===== config.mk =====
export PLATFORM = sky130hd
export DESIGN_NAME = life_strip_row_stepper
export DESIGN_NICKNAME = d
export VERILOG_FILES = /design/src/hw/rtl/lsrs_pkg.sv /design/src/hw/rtl/lsrs_row_sums.sv /design/src/hw/rtl/lsrs_gen_core.sv /design/src/hw/rtl/lsrs_pop_count.sv /design/src/hw/rtl/life_strip_row_stepper.sv
export SDC_FILE = /design/constraint.sdc
export NUM_CORES = 1
export LEC_CHECK = 0
export BUFFER_PORTS_ARGS = -buffer_cell sky130_fd_sc_hd__buf_4
export CAP_MARGIN = 15
export CORE_UTILIZATION = 40
export CTS_CLUSTER_SIZE = 12
export DETAILED_ROUTE_END_ITERATION = 10
export GPL_ROUTABILITY_DRIVEN = 0
export PLACE_DENSITY = 0.57
export SLEW_MARGIN = 20
export SYNTH_ARGS = -nofsm -noshare
export SYNTH_HDL_FRONTEND = slang
export SYNTH_SLANG_ARGS = --single-unit

===== constraint.sdc =====
create_clock -name clock -period 8.65 [get_ports clock]
set_clock_uncertainty 0.15 [all_clocks]
set_input_delay 0.4325 -clock clock [delete_from_list [all_inputs] [get_ports clock]]
set_output_delay 0.4325 -clock clock [all_outputs]
set_load 0.03 [all_outputs]

===== src/hw/rtl/lsrs_pkg.sv =====
`timescale 1ns / 1ps
`default_nettype none

package lsrs_pkg;

   // Cells in one strip row; the row ports stay 64 bits wide
   localparam int STRIP_WIDTH = 64;
   localparam int ROW_BITS    = 64;
   localparam int COUNT_BITS  = 7;

   // Live cells of the strip and the easternmost cell of it
   localparam logic [ROW_BITS-1:0] STRIP_MASK = {ROW_BITS{1'b1}} >> (ROW_BITS - STRIP_WIDTH);
   localparam logic [ROW_BITS-1:0] STRIP_TOP  = {{(ROW_BITS-1){1'b0}}, 1'b1} << (STRIP_WIDTH - 1);

   // Neighbour sums of one row, each as a low and a high bit plane
   typedef struct packed {
      logic [ROW_BITS-1:0] pair_low;
      logic [ROW_BITS-1:0] pair_high;
      logic [ROW_BITS-1:0] triple_low;
      logic [ROW_BITS-1:0] triple_high;
   } row_sums_type;

   // Step control from the pipeline to the generation core
   typedef struct packed {
      logic step;
      logic first_row;
   } core_ctrl_type;

endpackage

`default_nettype wire


===== src/hw/rtl/lsrs_row_sums.sv =====
`timescale 1ns / 1ps
`default_nettype none

module lsrs_row_sums
   import lsrs_pkg::*;
(
   input  wire logic [ROW_BITS-1:0] row_cells,
   input  wire logic                west_bit,
   input  wire logic                east_bit,
   output row_sums_type             sums
);

   logic [ROW_BITS-1:0] from_west;
   logic [ROW_BITS-1:0] from_east;
   logic [ROW_BITS-1:0] pair_low;
   logic [ROW_BITS-1:0] pair_high;

   // Shift in the neighbouring strips' edge cells
   assign from_west = ((row_cells << 1) & STRIP_MASK) | {{(ROW_BITS-1){1'b0}}, west_bit};
   assign from_east = (row_cells >> 1) | (east_bit ? STRIP_TOP : '0);

   // Half adder for the pair, full adder for the triple
   assign pair_low  = from_west ^ from_east;
   assign pair_high = from_west & from_east;

   assign sums.pair_low    = pair_low;
   assign sums.pair_high   = pair_high;
   assign sums.triple_low  = row_cells ^ pair_low;
   assign sums.triple_high = (row_cells & pair_low) | pair_high;

endmodule

`default_nettype wire


===== src/hw/rtl/lsrs_gen_core.sv =====
`timescale 1ns / 1ps
`default_nettype none

module lsrs_gen_core
   import lsrs_pkg::*;
(
   input  wire logic                clock,
   input  wire logic                reset,
   input  wire core_ctrl_type       ctrl,
   input  wire logic [ROW_BITS-1:0] row_cells,
   input  wire logic                west_bit,
   input  wire logic                east_bit,
   output logic      [ROW_BITS-1:0] next_row_cells
);

   row_sums_type        sums;
   logic [ROW_BITS-1:0] row_masked;

   logic [ROW_BITS-1:0] above_tl_ff, above_tl_in;
   logic [ROW_BITS-1:0] above_th_ff, above_th_in;
   logic [ROW_BITS-1:0] mid_pl_ff;
   logic [ROW_BITS-1:0] mid_ph_ff;
   logic [ROW_BITS-1:0] mid_tl_ff;
   logic [ROW_BITS-1:0] mid_th_ff;
   logic [ROW_BITS-1:0] mid_cells_ff;

   logic [ROW_BITS-1:0] s_low;
   logic [ROW_BITS-1:0] a0;
   logic [ROW_BITS-1:0] a1;

   assign row_masked = row_cells & STRIP_MASK;

   lsrs_row_sums u_row_sums (
      .row_cells (row_masked),
      .west_bit  (west_bit),
      .east_bit  (east_bit),
      .sums      (sums)
   );

   // Full adder over the three low planes, then the B3/S23 rule
   assign s_low = above_tl_ff ^ mid_pl_ff;
   assign a0    = s_low ^ sums.triple_low;
   assign a1    = (above_tl_ff & mid_pl_ff) | (s_low & sums.triple_low);

   assign next_row_cells = (a1 ^ above_th_ff ^ mid_ph_ff ^ sums.triple_high)
                         & ((a1 | above_th_ff) ^ (mid_ph_ff | sums.triple_high))
                         & (a0 | mid_cells_ff)
                         & STRIP_MASK;

   // A first row puts a dead row above the middle one
   assign above_tl_in = ctrl.first_row ? '0 : mid_tl_ff;
   assign above_th_in = ctrl.first_row ? '0 : mid_th_ff;

   // Advance the three-row window on each row taken
   always_ff @(posedge clock) begin
      if (reset) begin
         above_tl_ff  <= '0;
         above_th_ff  <= '0;
         mid_pl_ff    <= '0;
         mid_ph_ff    <= '0;
         mid_tl_ff    <= '0;
         mid_th_ff    <= '0;
         mid_cells_ff <= '0;
      end else if (ctrl.step) begin
         above_tl_ff  <= above_tl_in;
         above_th_ff  <= above_th_in;
         mid_pl_ff    <= sums.pair_low;
         mid_ph_ff    <= sums.pair_high;
         mid_tl_ff    <= sums.triple_low;
         mid_th_ff    <= sums.triple_high;
         mid_cells_ff <= row_masked;
      end
   end

endmodule

`default_nettype wire


===== src/hw/rtl/lsrs_pop_count.sv =====
`timescale 1ns / 1ps
`default_nettype none

module lsrs_pop_count
   import lsrs_pkg::*;
(
   input  wire logic [ROW_BITS-1:0]   cells,
   output logic      [COUNT_BITS-1:0] count
);

   logic [1:0] lvl1 [32];
   logic [2:0] lvl2 [16];
   logic [3:0] lvl3 [8];
   logic [4:0] lvl4 [4];
   logic [5:0] lvl5 [2];

   // Add neighbouring partial counts level by level
   always_comb begin
      for (int i = 0; i < 32; i++) begin
         lvl1[i] = {1'b0, cells[2*i]} + {1'b0, cells[2*i+1]};
      end
      for (int i = 0; i < 16; i++) begin
         lvl2[i] = {1'b0, lvl1[2*i]} + {1'b0, lvl1[2*i+1]};
      end
      for (int i = 0; i < 8; i++) begin
         lvl3[i] = {1'b0, lvl2[2*i]} + {1'b0, lvl2[2*i+1]};
      end
      for (int i = 0; i < 4; i++) begin
         lvl4[i] = {1'b0, lvl3[2*i]} + {1'b0, lvl3[2*i+1]};
      end
      for (int i = 0; i < 2; i++) begin
         lvl5[i] = {1'b0, lvl4[2*i]} + {1'b0, lvl4[2*i+1]};
      end
   end

   assign count = {1'b0, lvl5[0]} + {1'b0, lvl5[1]};

endmodule

`default_nettype wire


===== src/hw/rtl/life_strip_row_stepper.sv =====
`timescale 1ns / 1ps
`default_nettype none

// Game of Life row stepper for one vertical strip (born on 3, survives on 2 or 3).
// Request channel: one strip row per transfer with its west and east edge cells;
// first_row marks the top of a strip and only loads the row window, giving no
// response. Every later row produces one response: the next generation of the
// row before it, with its live count when csr_wr_data last written was 1.
// The last row of a strip is never answered.
// Pipeline: input register, generation stage, result register. A request passes
// through them in that order to its response; one row is taken per cycle
// when the response side does not stall. The next-row logic is combinational
// from the row window and the row in the input register.
// When rsp_stall is high the result holds; req_stall follows it in the same
// cycle once the stages before the result are full, so at most two more
// answered rows are taken before req_stall rises (a first row fills no stage
// after the input register and does not count towards them).
// Reset empties the pipeline, clears the row window to dead rows and sets live
// counting on. A row sent without a first row before it sees a dead row above.

module life_strip_row_stepper
   import lsrs_pkg::*;
(
   input  wire logic                  clock,
   input  wire logic                  reset,
   input  wire logic                  csr_wr_en,
   input  wire logic                  csr_wr_data,
   input  wire logic                  req_valid,
   output logic                       req_stall,
   input  wire logic [ROW_BITS-1:0]   req_row_cells,
   input  wire logic                  req_west_bit,
   input  wire logic                  req_east_bit,
   input  wire logic                  req_first_row,
   output logic                       rsp_valid,
   input  wire logic                  rsp_stall,
   output logic      [ROW_BITS-1:0]   rsp_next_row_cells,
   output logic      [COUNT_BITS-1:0] rsp_live_count
);

   logic                  count_en_ff;

   logic                  in_valid_ff;
   logic [ROW_BITS-1:0]   in_row_ff;
   logic                  in_west_ff;
   logic                  in_east_ff;
   logic                  in_first_ff;

   logic                  gen_valid_ff;
   logic [ROW_BITS-1:0]   gen_row_ff;

   logic                  out_valid_ff;
   logic [ROW_BITS-1:0]   out_row_ff;
   logic [COUNT_BITS-1:0] out_count_ff, out_count_in;

   logic                  out_ready;
   logic                  gen_move;
   logic                  gen_ready;
   logic                  in_move;
   logic                  req_take;
   core_ctrl_type         core_ctrl;
   logic [ROW_BITS-1:0]   core_next;
   logic [COUNT_BITS-1:0] pop;

   // Handshake chain, back to front
   assign out_ready = !out_valid_ff || !rsp_stall;
   assign gen_move  = gen_valid_ff && out_ready;
   assign gen_ready = !gen_valid_ff || gen_move;
   assign in_move   = in_valid_ff && gen_ready;
   assign req_stall = in_valid_ff && !gen_ready;
   assign req_take  = req_valid && !req_stall;

   // Live count enable register
   always_ff @(posedge clock) begin
      if (reset) begin
         count_en_ff <= 1'b1;
      end else if (csr_wr_en) begin
         count_en_ff <= csr_wr_data;
      end
   end

   // Input register
   always_ff @(posedge clock) begin
      if (reset) begin
         in_valid_ff <= 1'b0;
      end else if (req_take) begin
         in_valid_ff <= 1'b1;
      end else if (in_move) begin
         in_valid_ff <= 1'b0;
      end
   end

   always_ff @(posedge clock) begin
      if (req_take) begin
         in_row_ff   <= req_row_cells;
         in_west_ff  <= req_west_bit;
         in_east_ff  <= req_east_bit;
         in_first_ff <= req_first_row;
      end
   end

   // Generation stage: window advances as the row leaves the input register
   assign core_ctrl.step      = in_move;
   assign core_ctrl.first_row = in_first_ff;

   lsrs_gen_core u_gen_core (
      .clock          (clock),
      .reset          (reset),
      .ctrl           (core_ctrl),
      .row_cells      (in_row_ff),
      .west_bit       (in_west_ff),
      .east_bit       (in_east_ff),
      .next_row_cells (core_next)
   );

   // Hold the next row; a first row leaves no result behind
   always_ff @(posedge clock) begin
      if (reset) begin
         gen_valid_ff <= 1'b0;
      end else if (in_move) begin
         gen_valid_ff <= !in_first_ff;
      end else if (gen_move) begin
         gen_valid_ff <= 1'b0;
      end
   end

   always_ff @(posedge clock) begin
      if (in_move) begin
         gen_row_ff <= core_next;
      end
   end

   // Count live cells into the result register
   lsrs_pop_count u_pop_count (
      .cells (gen_row_ff),
      .count (pop)
   );

   assign out_count_in = count_en_ff ? pop : '0;

   always_ff @(posedge clock) begin
      if (reset) begin
         out_valid_ff <= 1'b0;
      end else if (gen_move) begin
         out_valid_ff <= 1'b1;
      end else if (out_ready) begin
         out_valid_ff <= 1'b0;
      end
   end

   always_ff @(posedge clock) begin
      if (gen_move) begin
         out_row_ff   <= gen_row_ff;
         out_count_ff <= out_count_in;
      end
   end

   assign rsp_valid          = out_valid_ff;
   assign rsp_next_row_cells = out_row_ff;
   assign rsp_live_count     = out_count_ff;

endmodule

`default_nettype wire

# == Word-level counts from Yosys, hierarchy flattened ==
# Cells that the tools add are included.
# totals
mem_count,0
mem_bits_rw,0
inputBits,73
reg_bits,654
latchBits,0
rom_bits,0
word_cells,126
# classes
n_lt_le_gt_ge,0
div_mod_pow,0
n_shift,0
multipliers,0
mux,9
bitwise_logic,21
n_reduce_logical,15
addsub,63
eq_ne,0
# ops
operator,count
XOR 64 bit,8
AND 64 bit,6
OR 64 bit,5
two-way mux 64 bit,3
adder 1 x 1 -> 2 bit,32
OR 63 x 64 -> 64 bit,1
OR 64 x 1 -> 64 bit,1
adder 2 x 2 -> 3 bit,16
adder 3 x 3 -> 4 bit,8
adder 4 x 4 -> 5 bit,4
adder 5 x 5 -> 6 bit,2
adder 6 x 6 -> 7 bit,1
logical NOT 1 bit,6
two-way mux 1 bit,6
nonzero test 2 bit,3
logical AND 1 bit,4
logical OR 1 bit,2

# == Depth between registers and ports, before layout ==
# depth
depth_word,11
depth_mapped,19

# == Modules after synthesis ==
# Synthesis repeated with hierarchy kept, for this count alone.
# hier_totals
cells_unflattened,2935
hier_area_um2,32352.3
# modules_own_cells
mod,area_each_um2,cells_per_inst,seq_area_each_um2,instances
lsrs_gen_core,22263.9,2408,8968.6,1
life_strip_row_stepper,6277.3,227,6145.9,1
lsrs_row_sums,2082.0,128,0.0,1
lsrs_pop_count,1729.2,172,0.0,1

# == Least setup slack after synthesis ==
# OpenSTA, ideal clock, no wires.
# synth_timing
kind,input to register
startpoint,input rsp_stall
endpoint,"register out_count_ff[0], in the netlist rsp_live_count[0] (enable)"
setup_ns,0.608
cell_stages,1
setup_slack_ns,2.290
t_arrival_ns,5.603
t_required_ns,7.892
path_cell_list,a21boi_0
# synth_via
elab_chain_cells,3
# synth_rtl
item,line,text
start: declaration,life_strip_row_stepper.sv:35,"input wire logic rsp_stall,"
logical NOT 1 bit,life_strip_row_stepper.sv:65,assign out_ready = !out_valid_ff || !rsp_stall;
logical OR 1 bit,life_strip_row_stepper.sv:65,
logical AND 1 bit,life_strip_row_stepper.sv:66,assign gen_move = gen_valid_ff && out_ready;
end signal: assignment,life_strip_row_stepper.sv:153,out_count_ff <= out_count_in;
end: declaration,life_strip_row_stepper.sv:53,"logic [COUNT_BITS-1:0] out_count_ff, out_count_in;"
# No other way between the ends.
# A chain may end at the register's enable or synchronous reset.

# == Worst setup path in the final report ==
# layout_timing
startpoint,register gen_row_ff[41]
endpoint,"register out_count_ff[6], in the netlist rsp_live_count[6], data pin"
# layout_via
elab_chain_cells,6
# layout_rtl
item,line,text
start: declaration,life_strip_row_stepper.sv:49,logic [ROW_BITS-1:0] gen_row_ff;
start signal: assignment,life_strip_row_stepper.sv:128,gen_row_ff <= core_next;
adder 1 x 1 -> 2 bit,lsrs_pop_count.sv:20,"lvl1[i] = {1'b0, cells[2*i]} + {1'b0, cells[2*i+1]};"
adder 2 x 2 -> 3 bit,lsrs_pop_count.sv:23,"lvl2[i] = {1'b0, lvl1[2*i]} + {1'b0, lvl1[2*i+1]};"
adder 3 x 3 -> 4 bit,lsrs_pop_count.sv:26,"lvl3[i] = {1'b0, lvl2[2*i]} + {1'b0, lvl2[2*i+1]};"
adder 4 x 4 -> 5 bit,lsrs_pop_count.sv:29,"lvl4[i] = {1'b0, lvl3[2*i]} + {1'b0, lvl3[2*i+1]};"
adder 5 x 5 -> 6 bit,lsrs_pop_count.sv:32,"lvl5[i] = {1'b0, lvl4[2*i]} + {1'b0, lvl4[2*i+1]};"
adder 6 x 6 -> 7 bit,lsrs_pop_count.sv:36,"assign count = {1'b0, lvl5[0]} + {1'b0, lvl5[1]};"
# No other way between the ends.

==> summary.txt <==
Status
  – Outcome: finished, final reports clean

STA
  – Least-Margin Pin Slew: 1.221 ns
  – RSZ-0062 raised after global routing: false
  – Fin crit period: 6.311 ns
  – Fmax: 158.5 MHz
  – Setup TNS Final: 0 ns
  – Hold WS: between 0.1 and 0.15 ns
  – Rel. slew slack: 0.1861
  – Final count of hold timing violations: 0
  – Setup violators final: 0
  – Max-slew violations: 0
  – Tcrit/Tclk final: 0.7296

Worst setup path
  – Arr. time, crit path: ~6.5 ns
  – Crit-path most repeated cell: fa_1
  – R2R Setup Slk: 2.34 ns
  – Critical path's top delay family: adder cells
  – Crit Path Class: reg2reg
  – Type of origin of the critical path: register
  – Crit Path Max Fanout: 3
  – Reg2reg path depth: 17
  – Worst reg2reg endpoint: rsp_live_count[6]
  – CP required: 8.84 ns
  – Critical path origin: gen_row_ff[41]
  – Bufs and invs on worst path: 4
  – Worst r2r src: gen_row_ff[41]
  – Slowest-stage cell, CP: fa_1
  – Slowest stage delay, CP: 0.55 ns
  – CP endpoint kind: register
  – CP cell instances: fa_1 -> inv_1 -> fa_1 -> inv_1 -> fa_1 -> fa_1 -> fa_1 -> fa_1 -> inv_1 -> fa_1 -> fa_1 -> inv_1 -> ha_1 -> fa_1 -> a21oi_1 -> o21ai_0 -> o311a_1

Clock network
  – CTS H-Tree Depth: 3
  – Clock latency at the later pin of the worst-skew pair: around 0.61 ns
  – Post-cts resize count: 0
  – CTS Root Cell: clkbuf_16
  – CTS buffer count: 77
  – Clk pin slew, worst setup/hold paths: roughly 0.060 ns
  – Sink Count: ~650
  – CTS tree: done
  – Clk buf depth: 3

Layout
  – Syn-to-layout area delta: 13.81%
  – # diodes: 0
  – FILL cells: slightly above 8000
  – Ratio of cells with drive above 1 in the final layout: 0.08141
  – Non-Filler Instances: 4721
  – Fin nets: 3925

Hold path
  – Hold Path Depth: 2
  – Worst min-delay path class: in2reg
  – Hold Path End: u_gen_core.above_th_ff[35]
  – Hold Path Origin: reset

Logic synthesis
  – Synth Area in XOR/XNOR: 0.0002577
  – Area leader, netlist: dfxtp_1
  – Area contributors post-synth: dfxtp_1, edfxtp_1, fa_1
  – Commonest cells post-synth: a21oi_1, dfxtp_1, inv_1
  – Average size of a mapped cell: 9.788 sq um
  – Synth Area in Simple Gates: 0.1740
  – EDFF count, synth: 202
  – Synthesized net count: approximately 3900
  – Largest family of logic cells by synthesized area: simple AND/OR/NAND/NOR gates
  – Ys async rst share: 0
  – Most common cell in the netlist: a21oi_1
  – Seq/Total Area, Yosys: 0.4448
  – Synth cell types: 39
  – Cell count after synthesis: 3472
  – Seq cells post-synth: approximately 650
  – Adder-cell share of the synthesized area: 0.1599
  – Mux cell area share after synthesis: 0
  – Cell Area, Synth: 33980 sq um
  – Synthesis Warnings: 0
  – Top FF cell, synth: dfxtp_1
  – Complex-gate fraction of the synthesized area: 0.1442
  – Area share of the largest cell type after synthesis: 0.2663

GRT
  – Vias in the first global route: 23730
  – First-pass GRT wire length: approximately 130 mm
  – Total gr overflow: 0
  – GRT Total Usage: 0.1943
  – Antenna violations before repair: 5
  – Largest net degree at the start of global routing: 196

Route
  – Starting DRT DRC Count: 2188
  – DR pass1 iterations: 5
  – Total Wirelength: 84.06 mm
  – Remaining DRCs: 0
  – Wire per inst: roughly 18 microns
  – Vias: roughly 25000
  – Post-detailed-route count of antenna-violating nets: 0
  – Post-DR vias/cell: 5.350

Die
  – Row count: 106
  – Die extent in y: 293.5 microns
  – Die X: 293.5 microns
  – Io pins: 146
  – Core ar.: 83820 sq um
  – Starting Density: 0.4054
  – DIE AREA: roughly 86000 sq um

Pwr
  – Pwr/cell area: around 260 nW/um^2
  – Maximum vdd drop: 0.7524 mV
  – Tot Pwr: between 10 and 15 mW
  – Leak Pwr: 13.51 nW

Placed design
  – Post-DP HPWL: ~50 mm
  – Cells after DPL: 4510
  – Port Buffer Count: 145

Run
  – Max-cap violations: 0
cell families after synthesis:
kind of cell / after synthesis
compound gates: 976
simple gates: 921
flops: 654
buf+inv: 595
fa+ha+maj: 325
xor+xnor: 1
worst max path at each step:
stage                                   end  slack (ns)  cells past startpoint
final                     rsp_live_count[6]        2.34                     17
after global routing      rsp_live_count[6]        2.05                     17
after CTS                 rsp_live_count[6]        2.32                     17
after detailed placement  rsp_live_count[6]        2.35                     17
after global placement    rsp_live_count[6]        2.36                     17
after floorplan           rsp_live_count[0]        2.29                      1
metrics by stage:
step                utilization  area [sq um]  setup WS [ns]
floorplan                     -         33980          2.290
global placement         0.4224         35400          2.365
detailed placement       0.4224         35400          2.347
CTS                      0.4611         38650          2.315
global route             0.4614         38680          2.046
finish                   0.4614         38680          2.339
cell type report:
cell class	instances	area, sq um	area share
repair buffers	239	2049	0.05299
clock inverters	19	176.4	0.004561
inverters	332	1259	0.03255
clock buffers	120	2359	0.06098
well taps	1134	1419	0.03669
flip-flops and latches	654	15120	0.3909
multi-input cells	2223	16300	0.4213
worst reg2reg max path: cells and delay by family (launching register included):
| kind | cells | cell delay (ns) |
|---|---|---|
| flops | 1 | 0.41 |
| fa+ha+maj | 10 | 4.62 |
| buf+inv | 4 | 0.21 |
| compound gates | 3 | 0.64 |
flip-flops by register name, indices dropped and copies added, names as in the netlist, 64 cells and up:
name,count
u_gen_core.above_tl_ff,64
u_gen_core.mid_cells_ff,64
u_gen_core.above_th_ff,64
in_row_ff,64
u_gen_core.mid_ph_ff,64
rsp_next_row_cells,64
u_gen_core.mid_th_ff,64
u_gen_core.mid_tl_ff,64
gen_row_ff,64
u_gen_core.mid_pl_ff,64
report_power, final:
group	switching, mW	total (mW)	internal [mW]
Combinational	1.88	3.38	1.51
Sequential	0.135	3.60	3.46
Clock	1.31	3.27	1.96
placed cells by master (no fill, tap or decap), types with 2 or more instances in the layout:
cell type	Yosys	final
a21oi_1	518	518
and2_1	3	3
nor2_1	69	68
nor2b_1	66	65
o21ai_1	293	293
clkinv_2	0	9
nand4_1	65	65
clkinv_1	0	3
fa_1	182	182
nand2_1	2	2
buf_4	14	162
clkbuf_8	0	16
nand3_1	323	323
nand4b_1	128	128
dlygate4sd3_1	0	71
buf_12	1	4
nor4b_1	65	65
dfxtp_1	452	451
clkinvlp_4	0	2
nand2b_1	130	130
nor4bb_1	64	64
edfxtp_1	202	202
clkbuf_1	170	21
bufinv_16	0	3
clkbuf_16	0	82
inv_1	331	331
ha_1	143	143
o21ai_0	160	160
layer usage:
layer | part of all wire | vias to the layer above | wire length [microns] | GRT usage
met1 | 0.49 | 12310 | 40840 | 0.2849
met3 | 0.042 | 120 | 3531 | 0.03132
li1 | - | 12380 | - | -
met2 | 0.44 | 445 | 36910 | 0.2888
met5 | 0.00030 | - | 25 | 0
met4 | 0.033 | 4 | 2749 | 0.06631
what timing repair did:
action                                  4_1_cts  5_1_grt
hold buffers                                 71        0
hold endpoints to repair                     70        0
endpoints found under the setup margin        0        0
setup buffers                                 0        0
Power figures use the tool's default switching activity.
